`src/rtl/krd_pkg.sv`:
```
// Package: shared constants, types and codes of the KISS receive deframer.
`timescale 1ns / 1ps
package krd_pkg;

  // Number of serial links served; link numbers at or above it are ignored.
  localparam int unsigned LINKS = 2;
  localparam int unsigned LinkAw = (LINKS > 1) ? $clog2(LINKS) : 1;

  localparam int unsigned LinkW  = 4;
  localparam int unsigned ByteW  = 8;
  localparam int unsigned LenW   = 10;
  localparam int unsigned IdW    = 16;
  localparam int unsigned EvW    = 3;
  localparam int unsigned PortW  = 8;

  localparam logic [ByteW-1:0] ChFend  = 8'hC0;
  localparam logic [ByteW-1:0] ChFesc  = 8'hDB;
  localparam logic [ByteW-1:0] ChTfend = 8'hDC;
  localparam logic [ByteW-1:0] ChTfesc = 8'hDD;

  localparam logic [3:0] CmdData    = 4'd0;
  localparam logic [3:0] CmdAckmode = 4'd12;

  localparam logic [LenW-1:0] LimitReset = 10'd318;

  localparam logic [EvW-1:0] EvPayload  = 3'd0;
  localparam logic [EvW-1:0] EvDataEnd  = 3'd1;
  localparam logic [EvW-1:0] EvAckEnd   = 3'd2;
  localparam logic [EvW-1:0] EvUnderrun = 3'd3;
  localparam logic [EvW-1:0] EvUnknown  = 3'd4;
  localparam logic [EvW-1:0] EvOverrun  = 3'd5;
  localparam logic [EvW-1:0] EvBadEsc   = 3'd6;

  // Per-link deframing state, one-hot.
  typedef enum logic [2:0] {
    MODE_WAIT = 3'b001,
    MODE_DATA = 3'b010,
    MODE_ESC  = 3'b100
  } mode_e;

  // One entry of the per-link state memory.
  typedef struct packed {
    mode_e            mode;
    logic [LenW-1:0]  len;
    logic [ByteW-1:0] cmd;
    logic [IdW-1:0]   id;
  } link_st_t;

  localparam int unsigned StW = $bits(link_st_t);

  localparam link_st_t StReset = '{
    mode: MODE_WAIT,
    len:  '0,
    cmd:  '0,
    id:   '0
  };

  // One result beat.
  typedef struct packed {
    logic [EvW-1:0]   event_res;
    logic [PortW-1:0] port;
    logic [IdW-1:0]   ack_id;
    logic [ByteW-1:0] payload_byte;
    logic [LenW-1:0]  count;
  } ev_t;

endpackage

```
`src/rtl/krd_byte_if.sv`:
```
// Interface: received byte channel (link number and raw byte).
`timescale 1ns / 1ps
interface krd_byte_if;
  logic       valid;
  logic       ready;
  logic [3:0] link;
  logic [7:0] rx_byte;

  modport source (output valid, output link, output rx_byte, input ready);
  modport sink (input valid, input link, input rx_byte, output ready);
endinterface

```
`src/rtl/krd_event_if.sv`:
```
// Interface: deframer event channel.
`timescale 1ns / 1ps
interface krd_event_if;
  logic        valid;
  logic        ready;
  logic [2:0]  event_res;
  logic [7:0]  port;
  logic [15:0] ack_id;
  logic [7:0]  payload_byte;
  logic [9:0]  count;

  modport source (
    output valid, output event_res, output port, output ack_id,
    output payload_byte, output count, input ready
  );
  modport sink (
    input valid, input event_res, input port, input ack_id,
    input payload_byte, input count, output ready
  );
endinterface

```
`src/rtl/krd_ram.sv`:
```
// Generic single-write, single-read RAM with registered read data.
`timescale 1ns / 1ps
module krd_ram #(
  parameter int unsigned WIDTH = 8,
  parameter int unsigned DEPTH = 2
) (
  input  logic                                    clk_i,
  input  logic                                    we_i,
  input  logic [((DEPTH > 1) ? $clog2(DEPTH) : 1)-1:0] waddr_i,
  input  logic [WIDTH-1:0]                        wdata_i,
  input  logic                                    re_i,
  input  logic [((DEPTH > 1) ? $clog2(DEPTH) : 1)-1:0] raddr_i,
  output logic [WIDTH-1:0]                        rdata_o
);

  logic [WIDTH-1:0] mem_q [DEPTH];
  logic [WIDTH-1:0] rdata_q;

  always_ff @(posedge clk_i) begin
    if (we_i) begin
      mem_q[waddr_i] <= wdata_i;
    end
    if (re_i) begin
      rdata_q <= mem_q[raddr_i];
    end
  end

  assign rdata_o = rdata_q;

endmodule

```
`src/rtl/kiss_rx_deframer_top.sv`:
```
// Top level: KISS receive deframer, per-link state held in a RAM.
//
//  channel  | dir | handshake     | payload
//  ---------+-----+---------------+-----------------------------------------------
//  rx_i     | in  | valid/ready   | link[3:0], rx_byte[7:0]
//  ev_o     | out | valid/ready   | event_res, port, ack_id, payload_byte, count
//  cfg      | in  | cfg_we_i      | cfg_wdata_i[9:0] = frame_limit
//
// One beat per cycle sustained unless stalled. A beat passes the read stage (state RAM
// read), then the update stage (decode, write back, load the event register).
// Back-to-back beats on the same link see the previous write through a forward register.
// Reset marks every link entry as unwritten; an unwritten entry reads as the idle state.
// A result that waits in the event register stalls the update stage only when that
// stage also holds a result; beats that give no result keep flowing.
`timescale 1ns / 1ps
module kiss_rx_deframer_top (
  input  logic        clk_i,
  input  logic        rst_ni,
  krd_byte_if.sink    rx_i,
  krd_event_if.source ev_o,
  input  logic        cfg_we_i,
  input  logic [9:0]  cfg_wdata_i
);
  import krd_pkg::*;

  // Configuration register.
  logic [LenW-1:0] limit_q;

  // Update stage.
  logic             s1_valid_q;
  logic [LinkW-1:0] s1_link_q;
  logic [ByteW-1:0] s1_byte_q;
  logic             s1_hit_q;
  link_st_t         fwd_q;

  // Entry written since reset, one bit per link.
  logic [LINKS-1:0] written_q;

  // Event output register.
  logic ev_valid_q;
  ev_t  ev_q;

  logic [StW-1:0]    ram_rdata;
  logic [LinkAw-1:0] s1_addr;
  logic              s1_in_range;
  logic              s1_go;
  logic              accept;
  link_st_t          st;
  link_st_t          st_n;
  ev_t               res;
  logic              res_v;
  logic              take;
  logic [ByteW-1:0]  tb;
  logic [LenW:0]     pos_inc;
  logic [PortW-1:0]  port_unit;
  logic [PortW-1:0]  port_link;

  assign s1_addr     = s1_link_q[LinkAw-1:0];
  assign s1_in_range = ({1'b0, s1_link_q} < (LinkW + 1)'(LINKS));

  // Current state: forwarded write, stored entry, or the reset value.
  always_comb begin
    if (s1_hit_q) begin
      st = fwd_q;
    end else if (written_q[s1_addr]) begin
      st = link_st_t'(ram_rdata);
    end else begin
      st = StReset;
    end
  end

  assign port_link = {s1_link_q, 4'd0};
  assign port_unit = {s1_link_q, st.cmd[7:4]};
  assign pos_inc   = {1'b0, st.len} + (LenW + 1)'(1);

  // Deframer step for the beat in the update stage.
  always_comb begin
    st_n  = st;
    res   = '0;
    res_v = 1'b0;
    take  = 1'b0;
    tb    = s1_byte_q;

    unique case (st.mode)
      MODE_DATA: begin
        if (s1_byte_q == ChFend) begin
          // Close the frame and stay in data mode for the next one.
          st_n.mode = MODE_DATA;
          st_n.len  = '0;
          if (st.len != '0) begin
            res_v    = 1'b1;
            res.port = port_unit;
            if (st.cmd[3:0] == CmdData) begin
              res.event_res = EvDataEnd;
              res.count     = st.len - LenW'(1);
            end else if (st.cmd[3:0] == CmdAckmode) begin
              if (st.len < LenW'(3)) begin
                res.event_res = EvUnderrun;
              end else begin
                res.event_res = EvAckEnd;
                res.ack_id    = st.id;
                res.count     = st.len - LenW'(3);
              end
            end else begin
              res.event_res = EvUnknown;
            end
          end
        end else if (s1_byte_q == ChFesc) begin
          st_n.mode = MODE_ESC;
        end else begin
          take = 1'b1;
        end
      end
      MODE_ESC: begin
        if (s1_byte_q == ChTfend) begin
          take = 1'b1;
          tb   = ChFend;
        end else if (s1_byte_q == ChTfesc) begin
          take = 1'b1;
          tb   = ChFesc;
        end else begin
          st_n.mode     = MODE_DATA;
          res_v         = 1'b1;
          res.event_res = EvBadEsc;
          res.port      = port_link;
        end
      end
      default: begin
        // Waiting: only FEND opens a frame.
        if (s1_byte_q == ChFend) begin
          st_n.mode = MODE_DATA;
          st_n.len  = '0;
        end
      end
    endcase

    if (take) begin
      st_n.len = pos_inc[LenW-1:0];
      if (pos_inc >= {1'b0, limit_q}) begin
        // Overrun: drop the frame and wait for the next start.
        st_n.mode     = MODE_WAIT;
        res_v         = 1'b1;
        res.event_res = EvOverrun;
        res.port      = port_link;
      end else begin
        st_n.mode = MODE_DATA;
        if (st.len == '0) begin
          st_n.cmd = tb;
        end else if (st.cmd[3:0] == CmdData) begin
          res_v            = 1'b1;
          res.event_res    = EvPayload;
          res.port         = port_unit;
          res.payload_byte = tb;
          res.count        = st.len - LenW'(1);
        end else if (st.cmd[3:0] == CmdAckmode) begin
          if (st.len == LenW'(1)) begin
            st_n.id[15:8] = tb;
          end else if (st.len == LenW'(2)) begin
            st_n.id[7:0] = tb;
          end else begin
            res_v            = 1'b1;
            res.event_res    = EvPayload;
            res.port         = port_unit;
            res.ack_id       = st.id;
            res.payload_byte = tb;
            res.count        = st.len - LenW'(3);
          end
        end
      end
    end

    // Ignored links neither change state nor report.
    if (!s1_in_range) begin
      res_v = 1'b0;
    end
  end

  // Advance the update stage unless its result finds the event register full.
  assign s1_go      = !s1_valid_q || !res_v || !ev_valid_q || ev_o.ready;
  assign rx_i.ready = s1_go;
  assign accept     = rx_i.valid && s1_go;

  krd_ram #(
    .WIDTH (StW),
    .DEPTH (LINKS)
  ) u_state_ram (
    .clk_i   (clk_i),
    .we_i    (s1_valid_q && s1_go && s1_in_range),
    .waddr_i (s1_addr),
    .wdata_i (st_n),
    .re_i    (accept),
    .raddr_i (rx_i.link[LinkAw-1:0]),
    .rdata_o (ram_rdata)
  );

  always_ff @(posedge clk_i or negedge rst_ni) begin
    if (!rst_ni) begin
      limit_q    <= LimitReset;
      s1_valid_q <= 1'b0;
      s1_hit_q   <= 1'b0;
      written_q  <= '0;
      ev_valid_q <= 1'b0;
    end else begin
      if (cfg_we_i) begin
        limit_q <= cfg_wdata_i;
      end
      if (s1_go) begin
        s1_valid_q <= accept;
        // Forward when the new beat reads the entry written at this edge.
        s1_hit_q   <= accept && s1_valid_q && s1_in_range && (s1_link_q == rx_i.link);
      end
      if (s1_valid_q && s1_go && s1_in_range) begin
        written_q[s1_addr] <= 1'b1;
      end
      if (s1_valid_q && s1_go && res_v) begin
        ev_valid_q <= 1'b1;
      end else if (ev_o.ready) begin
        ev_valid_q <= 1'b0;
      end
    end
  end

  // Payload registers: no reset.
  always_ff @(posedge clk_i) begin
    if (accept) begin
      s1_link_q <= rx_i.link;
      s1_byte_q <= rx_i.rx_byte;
      fwd_q     <= st_n;
    end
    if (s1_valid_q && s1_go && res_v) begin
      ev_q <= res;
    end
  end

  assign ev_o.valid        = ev_valid_q;
  assign ev_o.event_res    = ev_q.event_res;
  assign ev_o.port         = ev_q.port;
  assign ev_o.ack_id       = ev_q.ack_id;
  assign ev_o.payload_byte = ev_q.payload_byte;
  assign ev_o.count        = ev_q.count;

endmodule

```
`src/flat_wrapper.sv`:
```
// flat-port wrapper written by rule: the top's interface ports become plain ports
module kiss_rx_deframer_top_flat import krd_pkg::*;
  (clk_i, rst_ni, cfg_we_i, cfg_wdata_i, rx_i_valid, rx_i_link, rx_i_rx_byte, rx_i_ready, ev_o_valid, ev_o_event_res, ev_o_port, ev_o_ack_id, ev_o_payload_byte, ev_o_count, ev_o_ready);
  krd_byte_if rx_i_i ();
  krd_event_if ev_o_i ();
  input  logic clk_i;
  input  logic rst_ni;
  input  logic cfg_we_i;
  input  logic [9:0] cfg_wdata_i;
  input wire logic [$bits(rx_i_i.valid)-1:0] rx_i_valid;
  input wire logic [$bits(rx_i_i.link)-1:0] rx_i_link;
  input wire logic [$bits(rx_i_i.rx_byte)-1:0] rx_i_rx_byte;
  output wire logic [$bits(rx_i_i.ready)-1:0] rx_i_ready;
  output wire logic [$bits(ev_o_i.valid)-1:0] ev_o_valid;
  output wire logic [$bits(ev_o_i.event_res)-1:0] ev_o_event_res;
  output wire logic [$bits(ev_o_i.port)-1:0] ev_o_port;
  output wire logic [$bits(ev_o_i.ack_id)-1:0] ev_o_ack_id;
  output wire logic [$bits(ev_o_i.payload_byte)-1:0] ev_o_payload_byte;
  output wire logic [$bits(ev_o_i.count)-1:0] ev_o_count;
  input wire logic [$bits(ev_o_i.ready)-1:0] ev_o_ready;
  assign rx_i_i.valid = rx_i_valid;
  assign rx_i_i.link = rx_i_link;
  assign rx_i_i.rx_byte = rx_i_rx_byte;
  assign rx_i_ready = rx_i_i.ready;
  assign ev_o_valid = ev_o_i.valid;
  assign ev_o_event_res = ev_o_i.event_res;
  assign ev_o_port = ev_o_i.port;
  assign ev_o_ack_id = ev_o_i.ack_id;
  assign ev_o_payload_byte = ev_o_i.payload_byte;
  assign ev_o_count = ev_o_i.count;
  assign ev_o_i.ready = ev_o_ready;
  kiss_rx_deframer_top u_core (.clk_i(clk_i), .rst_ni(rst_ni), .rx_i(rx_i_i), .ev_o(ev_o_i), .cfg_we_i(cfg_we_i), .cfg_wdata_i(cfg_wdata_i));
endmodule
```
`config.mk`:
```
export PLATFORM = sky130hd
export DESIGN_NAME = kiss_rx_deframer_top_flat
export DESIGN_NICKNAME = d
export VERILOG_FILES = /design/src/rtl/krd_pkg.sv /design/src/rtl/krd_byte_if.sv /design/src/rtl/krd_event_if.sv /design/src/rtl/krd_ram.sv /design/src/rtl/kiss_rx_deframer_top.sv /design/src/flat_wrapper.sv
export SDC_FILE = /design/constraint.sdc
export NUM_CORES = 1
export LEC_CHECK = 0
export CORE_ASPECT_RATIO = 1.4
export CORE_MARGIN = 1
export CORE_UTILIZATION = 55
export CTS_BUF_LIST = sky130_fd_sc_hd__clkbuf_4 sky130_fd_sc_hd__clkbuf_8
export DETAILED_ROUTE_END_ITERATION = 10
export DONT_BUFFER_PORTS = 1
export GPL_TIMING_DRIVEN = 0
export MAX_ROUTING_LAYER = met4
export PLACE_DENSITY = 0.82
export SYNTH_ARGS = -nofsm -noshare
export SYNTH_HDL_FRONTEND = slang
export SYNTH_HIERARCHICAL = 1
export SYNTH_SLANG_ARGS = --single-unit
```
`constraint.sdc`:
```
create_clock -name clk_i -period 14.1 [get_ports clk_i]
set_clock_uncertainty 0.1 [all_clocks]
set_input_delay 0.705 -clock clk_i [delete_from_list [all_inputs] [get_ports clk_i]]
set_output_delay 0.705 -clock clk_i [all_outputs]
set_load 0.02 [all_outputs]
```
---- Yosys cells after proc, flatten, opt, wreduce, memory -nomap -nowiden ----
Memory sizes are Yosys's and may differ from the RTL's. A register that Yosys moved wholly into a read port is not among the register bits.
Index checks and enable logic that the tools add are counted.
storage, ports and cells
  RAM bits ................................ 74
  bits in registers ....................... 109
  memories kept ........................... 1
  input bits .............................. 27
  logic and storage cells ................. 134
memory list
  memory                    depth  width  rd ports  clocked after Yosys merged registers in  wr ports  line           source
  u_core.u_state_ram.mem_q  2      37     1         1                                        1         krd_ram.sv:16  logic [WIDTH-1:0] mem_q [DEPTH];
operators by class
  bitwise gates (word level) .............. 2
  add/subtract/negate cells ............... 3
  mux-type cells .......................... 78
  reductions and logical operators ........ 19
  $lt $le $gt $ge ......................... 5
  equal/unequal tests ..................... 10
operators with widths
  operator               count
  $mux 45                5
  $mux 16                8
  $mux 37                3
  $mux 27                3
  $mux 10                7
  $mux 8                 7
  $mux 11                4
  $mux 34                1
  $eq 8x8->1 const B     4
  $mux 1                 24
  $mux 24                1
  $pmux 11 s2            1
  $pmux 10 s2            1
  $mux 18                1
  $mux 3                 6
  $mux 13                1
  $add 10x1->11 const B  1
  $ge 11x10->1           1
  $eq 10x1->1 const B    1
  $eq 10x2->1 const B    1
  $logic_not 10->1       1
  $lt 10x2->1 const B    1
  $reduce_bool 10->1     1
  $sub 10x1->10 const B  1
  20 further kinds       32

---- Depth between registers and ports, before layout ----
Gate-level depths: netlist of the first run.
  word-level depth ........................ 24
  depth in mapped cells ................... 23
  gate-level depth less buffers ........... 19

---- By module ----
The synthesis of the first run kept the hierarchy.
modules (own cells, without submodules)
  module                cells each  times used  sequential area each (um^2)  area an instance (um^2)
  kiss_rx_deframer_top  563         1           3205.6                       6200.9
  krd_ram               154         1           3333.2                       3946.3

---- Worst setup path after synthesis of the first run ----
Ideal clock, no wire load.
  path kind ............................... register to register
  start point ............................. register u_core.s1_hit_q
  end point ............................... register u_core/fwd_q[0] in the netlist's numbering (enable)
  clock period less this slack ............ 9348 ps
  data required time ...................... 13418 ps
  setup slack ............................. 4752 ps
  stages on the path, launching flop included .. 22
  data arrival time ....................... 8666 ps
  buffers on the path ..................... 6
  setup time .............................. 582 ps
  path through ............................ dfrtp_1 -> buf_6 -> buf_6 -> buf_2 -> buf_2 -> buf_2 -> buf_1 -> a22o_1 -> ha_1 -> inv_1 -> a221oi_1 -> o21ai_0 -> nand2b_1 -> xnor2_1 -> ha_1 -> a2111oi_0 -> o21ai_0 -> a21oi_1 -> o21ai_0 -> nand2_1 -> nand4_1 -> a31oi_1
between the ends
  word-level cells in the longest chain between the ends .. 18
  elaborated cells on any way between the ends .. 28
RTL lines
  element                                                                 line                         source
  start, declared                                                         kiss_rx_deframer_top.sv:33   logic s1_hit_q;
  start signal, assigned                                                  kiss_rx_deframer_top.sv:210  s1_hit_q <= accept && s1_valid_q && s1_in_range && (s1_link_q == rx_i.link);
  $mux 37 (*)                                                             kiss_rx_deframer_top.sv:63   if (s1_hit_q) begin
  parallel branches: the longest is 10 deep, another holds $add 10x1->11  --
  $mux 1 (*)                                                              kiss_rx_deframer_top.sv:137  if (take) begin
  $mux 1 (*)                                                              kiss_rx_deframer_top.sv:173  if (!s1_in_range) begin
  $logic_not 1->1 (*)                                                     kiss_rx_deframer_top.sv:179  assign s1_go = !s1_valid_q || !res_v || !ev_valid_q || ev_o.ready;
  $logic_or 1x1->1 (*) (3 in a row)                                       kiss_rx_deframer_top.sv:179
  $logic_and 1x1->1 (*)                                                   kiss_rx_deframer_top.sv:181  assign accept = rx_i.valid && s1_go;
  via u_core.accept                                                       kiss_rx_deframer_top.sv:47   logic accept;
  end signal, assigned                                                    kiss_rx_deframer_top.sv:228  fwd_q <= st_n;
  end, declared                                                           kiss_rx_deframer_top.sv:34   link_st_t fwd_q;
Mark *: on every way through the listed nets, which the timed path passes.
A chain may end at the register's enable or synchronous reset.

---- Worst setup path after layout of the first run ----
  start point ............................. register u_core.s1_hit_q
  end point ............................... output port rx_i_ready
between the ends
  word-level cells in the longest chain between the ends .. 17
  elaborated cells on any way between the ends .. 27
RTL lines
  element                                                                 line                         source
  $mux 37 (*)                                                             kiss_rx_deframer_top.sv:63
  parallel branches: the longest is 10 deep, another holds $add 10x1->11  --
  $mux 1 (*)                                                              kiss_rx_deframer_top.sv:137
  $mux 1 (*)                                                              kiss_rx_deframer_top.sv:173
  $logic_not 1->1 (*)                                                     kiss_rx_deframer_top.sv:179
  $logic_or 1x1->1 (*) (3 in a row)                                       kiss_rx_deframer_top.sv:179
  end, declared                                                           flat_wrapper.sv:13           output wire logic [$bits(rx_i_i.ready)-1:0] rx_i_ready;
Mark *: on every way between the ends.

==> out/results.tsv, run 1 <==
stage	metric	value	unit
run_status	outcome	finished clean	
sta	slew_viol_final	0	
synth	yosysWarnings	6	
setup_path	startpoint_type	flip-flop	
floorplan	die_w	116.8	um
global_route	grt_usage	0.2688	
clocking	cts_tree	done	
global_route	antenna_found_initial	0	
synth	synth_top_area_share	0.6067	
routing	initialDrtViolationCount	551	
synth	synthCells	717	
sta	relSlewSlack	0.3262	
setup_path	cp_num_cells	21	
global_route	grt_max_degree	35	
setup_path	crit_buf_inv	7	
setup_path	cp_cell_sequence	buf_6, buf_6, buf_2, buf_2, buf_2, buf_1, a22o_1, ha_1, inv_1, a221oi_1, o21ai_0, nand2b_1, xnor2_1, ha_1, a2111oi_0, o21ai_0, a21oi_1, o21ai_0, nand2_1, nand4_1, nand3_1	
power_and_ir_drop	powerDensity	120.1	mW/mm2
routing	wl	23.63	mm
clocking	cts_buffers	34	
cells_and_area	synthToLayoutAreaGrowth	11.12	%
flow_run	drv_cap	0	
synth	synth.most_common_cell	edfxtp_1	
setup_path	end_kind	output pin	
routing	dr.pass1.iters	5	
cells_and_area	drive_above_1_share	0.1852	
routing	via_count	6444	
sta	setup_viol	0	
routing	via_per_inst	6.299	
routing	drtAntennaViolNets	0	
synth	synthTopCellsByCount	edfxtp_1, nor2_1, nand2_1, mux2_4, o21ai_0	
place	gp_congestion	0.9870	
floorplan	die_height	162.7	um
synth	async_flop_share	0.06818	
clocking	path_clk_slew	0.06	ns
clocking	cts_max_level	2	
clocking	clk_latency	0.54	ns
synth	syn_area	0.01015	mm2
global_route	grt_pass1_wl	36.70	mm
global_route	gr-usage-met1	0.3066	
cells_and_area	num_antenna_cells	0	
setup_path	reg2reg_depth	23	
floorplan	ios	74	
global_route	grt_pass1_vias	6669	
power_and_ir_drop	power_leakage	3.840	nW
cells_and_area	final_nets	801	
sta	fmax	0.1235	GHz
clocking	cts_sinks	220	
place	dp_hpwl	16.93	mm
synth	synth_seq_cells	220	
synth	ys.flop_type	edfxtp_1	
sta	holdWs	0.1574	ns
synth	synth_nets	758	
floorplan	start_util	0.5638	
synth	synth_area_per_cell	14.15	um2
setup_path	worstSetupPathType	flip-flop to output pin	
sta	layout_min_cycle_time	8.100	ns
synth	synth_area_leaders	edfxtp_1, mux2_4, dfrtp_1, nor2_1, mux2i_1	
global_route	globalRouteMet3Util	0.04652	
global_route	grt_overflow	0	
setup_path	cp_max_fo	10	
sta	worst_pin_slew	1.003	ns
min_path	min_path_type	primary input to flip-flop	
global_route	met2_usage	0.4354	
synth	synth_cell_types	80	
floorplan	core-area	0.01800	mm2
routing	drc	0	
floorplan	placementRows	58	
synth	synth_top_cell_by_area	edfxtp_1	
power_and_ir_drop	ir_drop	0.09735	mV
setup_path	critPathArrivalTime	7.30	ns
routing	wire_per_inst	23.10	um
sta	rsz0062_at_grt	false	
synth	ys_seq_area_frac	0.6444	
sta	hold_viol	0	
setup_path	required	13.30	ns
setup_path	critical-path-slowest-cell	buf_1	
place	portBuffers	0	
floorplan	die-area	0.01900	mm2
clocking	cts.path.max_buffers	3	
setup_path	max_stage_delay	0.53	ns
clocking	cts-root-buf	clkbuf_8	
setup_path	crit_family	compound AO/OA/AOI/OAI gates	
min_path	hold_depth	0	
global_route	grt.busiest_layer	met2	
synth	synth_edf_count	205	
sta	period_share	0.5745	
sta	setup_tns	0	ns
-- final timing paths --
| kind | from | endpoint | slack, ns |
|---|---|---|---|
| worst min-delay path | rx_i_link[2] | u_core/s1_link_q[2] | 0.16 |
| worst min register to register | u_core/limit_q[1] | u_core/limit_q[1] | 0.41 |
| min in group asynchronous | rst_ni | u_core/ev_o.valid | 0.61 |
| worst max register to register | u_core/s1_hit_q | u_core/s1_byte_q[7] | 6.28 |
| worst max-delay path | u_core/s1_hit_q | rx_i_ready | 6.00 |
| max in group asynchronous | rst_ni | u_core/limit_q[0] | 12.76 |
-- routing by layer --
metal / vias to the layer above / share of wire
li1: 2868 / -
met1: 3164 / 0.37
met2: 317 / 0.51
met3: 95 / 0.058
met4: 0 / 0.062
met5: - / 0
-- power by group --
group | switching, mW | internal, mW
registers | 0.0137 | 0.738
logic | 0.0541 | 0.0326
clock network | 0.244 | 0.272
total | 0.312 | 1.04
-- timing repair --
action,CTS,global route
hold endpoints to repair,15,0
gates resized for setup,0,0
buffers inserted,0,0
hold buffers,1,0
-- state kept, by name, summed over array words and instances (netlist names) --
name / cells
u_core/s1_valid_q: 1
u_core/ev_o.valid: 1
u_core/u_state_ram/rdata_o: 37
u_core/written_q: 2
u_core/s1_byte_q: 8
u_core/ev_o.count: 10
u_core/ev_o.payload_byte: 8
u_core/ev_o.event_res: 3
u_core/ev_o.ack_id: 16
u_core/s1_link_q: 4
u_core/u_state_ram/mem_q: 74
u_core/s1_hit_q: 1
u_core/fwd_q: 37
u_core/ev_o.port: 8
u_core/limit_q: 10
-- per-stage QoR --
stage	utilization	power [mW]	instances	setup WS, ns	area [um2]
after floorplan	-	0.8231	717	4.752	10150
after global placement	0.5805	0.8451	957	1.365	10450
after detailed placement	0.5893	0.8503	963	6.428	10610
after CTS	0.6265	1.365	1023	6.041	11280
after global routing	0.6265	1.402	1023	5.588	11280
final	0.6265	1.355	1023	6.000	11280
-- worst register-to-register path, stage by stage (launching register included) --
cell and delay (ns):
dfrtp_1 0.34, buf_6 0.15, buf_6 0.16, buf_2 0.26
buf_2 0.28, buf_2 0.27, buf_1 0.53, a22o_1 0.46
ha_1 0.36, inv_1 0.21, a221oi_1 0.42, o21ai_0 0.31
nand2b_1 0.24, xnor2_1 0.24, ha_1 0.28, a2111oi_0 0.46
o21ai_0 0.17, a21oi_1 0.43, o21ai_0 0.23, nand2_1 0.23
nand4_1 0.38, a31oi_4 0.51, buf_12 0.25, buf_16 0.22
-- cell usage in the layout (no fill, tap or decap), types with 7 or more instances in the layout --
cell	instances
a21oi_1	22
a22o_1	8
a22oi_1	24
and2_1	8
buf_12	8
clkbuf_1	13
clkbuf_4	9
clkbuf_8	34
clkinv_1	7
dfrtp_1	9
edfxtp_1	205
ha_1	14
inv_1	23
mux2_2	12
mux2_4	30
mux2i_1	20
nand2_1	40
nand2b_1	11
nand3_1	9
nor2_1	54
nor3_1	15
o21ai_0	29
o22ai_1	9
xnor2_1	14
-- cell families (layout without fill, tap and decap cells) --
| kind of cell | count (synthesis) | after routing | synth area share |
|---|---|---|---|
| flip-flops | 220 | 220 | 0.6444 |
| AND/OR/NAND/NOR | 180 | 180 | 0.09199 |
| AO/OA/AOI/OAI | 170 | 170 | 0.1236 |
| multiplexers | 63 | 63 | 0.07879 |
| buffers and inverters | 52 | 118 | 0.02848 |
| XOR/XNOR | 18 | 18 | 0.01554 |
| adder cells (fa/ha/maj) | 14 | 14 | 0.01726 |
-- cell type report --
class                      instances  area [um2]
timing repair buffer               7       137.6
tap                              240       300.3
clock buffer                      43       535.5
clock inverter                    16       123.9
fill                            1339        6721
buffer                            28       198.9
inverter                          24       90.09
multi-input combinational        445        3351
sequential                       220        6539
Power figures use the tool's default switching activity.
==> run 2, diff against run 1 <==
==> constraint.sdc (replaced) <==
create_clock -name clk_i -period 7.5 [get_ports clk_i]
set_clock_uncertainty 0.1 [all_clocks]
set_input_delay 0.375 -clock clk_i [delete_from_list [all_inputs] [get_ports clk_i]]
set_output_delay 0.375 -clock clk_i [all_outputs]
set_load 0.02 [all_outputs]
==> run 2 against run 1 <==
Net effect: clock power up 81%; register-to-register slack worse by 5.9 ns; die area unchanged; via count is 0.54% higher; wire length decreased by 0.44%; core utilization up 1.3 points; count of clock-buffer cells in the layout grew 1; total power rose by 86%; first-iteration DRC count up 14%; sequential cell count did not move.
==> out/results.tsv, run 2 (same netlist as run 1, synthesis figures left out) <==
stage	metric	value	unit	change
cells_and_area	regMostFlops	u_core/u_state_ram/mem_q		
setup_path	end_kind	flip-flop		
sta	relSlewSlack	0.3333		+0.007104
run_status	outcome	finished clean		
setup_path	required	7.71	ns	-5.59 ns
min_path	min_to	u_core/s1_hit_q		
cells_and_area	drive_above_1_share	0.1827		-0.002469
cells_and_area	synthToLayoutAreaGrowth	13.46	%	
cells_and_area	nFillCells	1325		-1.0%
routing	wl	23.53	mm	-0.44%
routing	drc	0		unchanged
routing	dr.pass1.iters	6		+1
floorplan	die_height	162.7	um	unchanged
floorplan	core-area	0.01800	mm2	unchanged
setup_path	cp_max_fo	10		unchanged
setup_path	r2r-start	u_core/s1_link_q[0]		
routing	initialDrtViolationCount	627		+14%
sta	period_share	0.9543		
sta	layout_min_cycle_time	7.157	ns	
power_and_ir_drop	powerDensity	219.1	mW/mm2	+82%
min_path	min_from	rx_i_link[0]		
routing	via_per_inst	6.170		-2.0%
setup_path	max_stage_delay	0.76	ns	+0.23 ns
floorplan	die-area	0.01900	mm2	unchanged
cells_and_area	final_area	0.01151	mm2	+2.1%
global_route	grt_usage	0.2646		-0.004272
sta	holdWs	0.09479	ns	-0.06263 ns
sta	fmax	0.1397	GHz	
clocking	cts.path.max_buffers	3		unchanged
setup_path	cp_cell_sequence	mux2i_2, buf_6, nor2_2, clkbuf_2, a22o_1, ha_1, inv_1, a221oi_1, o21ai_0, nand2b_1, xnor2_1, ha_1, a2111oi_0, o21ai_0, a21oi_2, o221ai_2, nand2b_1, buf_6, nor4_4, mux2i_1		
place	portBuffers	0		unchanged
clocking	cts_sinks	220		unchanged
setup_path	rr_endpoint	u_core/u_state_ram/mem_q[0][14]		
flow_run	drv_cap	0		unchanged
routing	via_count	6479		+0.54%
global_route	grt_pass1_wl	35.99	mm	-1.9%
floorplan	start_util	0.5638		unchanged
clocking	clk_latency	0.54	ns	about the same
clocking	path_clk_slew	0.06	ns	about the same
min_path	hold_depth	4		+4
sta	rsz0062_at_grt	false		
sta	setup_viol	0		unchanged
clocking	cts_buffers	34		unchanged
global_route	grt_pass1_vias	6499		-2.5%
sta	slew_viol_final	0		unchanged
setup_path	reg2reg_depth	20		-13%
cells_and_area	final_nets	826		+3.1%
floorplan	die_w	116.8	um	unchanged
cells_and_area	num_antenna_cells	0		unchanged
power_and_ir_drop	power_leakage	3.946	nW	+2.8%
cells_and_area	largest_reg_flops	74		unchanged
sta	worst_pin_slew	0.9926	ns	-0.01058 ns
setup_path	critical-path-slowest-cell	nor4_4		
setup_path	critPathArrivalTime	7.37	ns	+0.07 ns
floorplan	ios	74		unchanged
setup_path	startpoint_type	flip-flop		
routing	wire_per_inst	22.41	um	-3.0%
sta	hold_viol	0		unchanged
power_and_ir_drop	ir_drop	0.1897	mV	+95%
setup_path	worstSetupPathType	flip-flop to flip-flop		
global_route	grt_max_degree	36		+2.9%
setup_path	ff2ff_setup_slack	0.34	ns	-5.94 ns
global_route	grt_overflow	0		unchanged
routing	drtAntennaViolNets	0		unchanged
place	gp_congestion	0.9658		-2.1%
floorplan	placementRows	58		unchanged
cells_and_area	layout_common_cells	edfxtp_1, nor2_1, nand2_1		
clocking	cts-root-buf	clkbuf_8		
place	dp_hpwl	16.54	mm	-2.3%
place	place_area	0.01061	mm2	unchanged
clocking	cts_max_level	2		unchanged
cells_and_area	layout_commonest_cell	edfxtp_1		
clocking	cts_tree	done		
min_path	min_path_type	primary input to flip-flop		
global_route	antenna_found_initial	0		unchanged
[run 2: where the power goes]
| group | switching, mW | internal (mW) | leakage (nW) |
|---|---|---|---|
| registers | 0.0258 | 1.39 | 2.02 |
| logic | 0.105 | 0.0708 | 1.59 |
| clock network | 0.451 | 0.482 | 0.337 |
| total | 0.582 | 1.94 | 3.95 |
[run 2: worst max-delay path by stage]
stage	from	end	slack, ns	depth (start not counted)
global route	u_core/s1_link_q[0]	u_core/u_state_ram/mem_q[1][11]	0.04	20
detailed placement	u_core/s1_hit_q	u_core/u_state_ram/rdata_o[22]	-0.31	24
global placement	u_core/s1_hit_q	u_core/fwd_q[33]	-2.55	21
floorplan	u_core/s1_hit_q	u_core/fwd_q[0]	0.03	21
finish	u_core/s1_link_q[0]	u_core/u_state_ram/mem_q[0][14]	0.34	20
CTS	u_core/s1_link_q[0]	u_core/s1_byte_q[6]	0.18	22
[run 2: final cells by class]
cell class | count | area [um2] | share of cell area
plain buffers | 27 | 196.4 | 0.01706
clock inverters | 17 | 97.59 | 0.008476
flip-flops and latches | 220 | 6539 | 0.5679
multi-input cells | 445 | 3354 | 0.2914
well taps | 240 | 300.3 | 0.02608
inverters | 24 | 90.09 | 0.007824
repair buffers | 33 | 392.9 | 0.03412
clock buffers | 44 | 543.0 | 0.04716
[run 2: timing repair]
| item | 4_1_cts | 5_1_grt |
|---|---|---|
| hold buffers | 25 | 0 |
| endpoints found under the setup margin | 77 | 89 |
| setup buffers | 1 | 1 |
| hold endpoints to repair | 40 | 0 |
| pin swaps | 1 | 1 |
| resized for setup | 1 | 1 |
[run 2: critical path, delay by kind of cell, from the launching register on]
kind	cells	cell delay, ns
AOI/OAI and AO/OA	7	2.26
xor gates and xnor gates	1	0.24
adders and majority gates	2	0.63
buffers and inverters	4	0.92
DFF	1	0.55
muxes	2	0.71
and+or+nand+nor	4	1.49
[run 2: layer usage]
layer	global-route usage	vias up	routed length, um
met3	0.04689	57	1394
met1	0.3104	3194	9069
met4	0.1105	0	783
met2	0.4457	293	12280
li1	-	2935	-
met5	-	-	0
[run 2: per-stage QoR]
| step | setup TNS [ns] | cells | worst slack [ns] | utilization | power, mW |
|---|---|---|---|---|---|
| 4_1_cts | 0 | 1049 | 0.1822 | 0.6391 | 2.539 |
| 3_5_place_dp | -10.15 | 963 | -0.3057 | 0.5893 | 1.598 |
| 3_3_place_gp | -325.07 | 957 | -2.550 | 0.5809 | 1.585 |
| 5_1_grt | 0 | 1050 | 0.03717 | 0.6397 | 2.617 |
| 2_1_floorplan | 0 | 717 | 0.02619 | - | 1.546 |
| 6_report | 0 | 1050 | 0.3428 | 0.6397 | 2.523 |
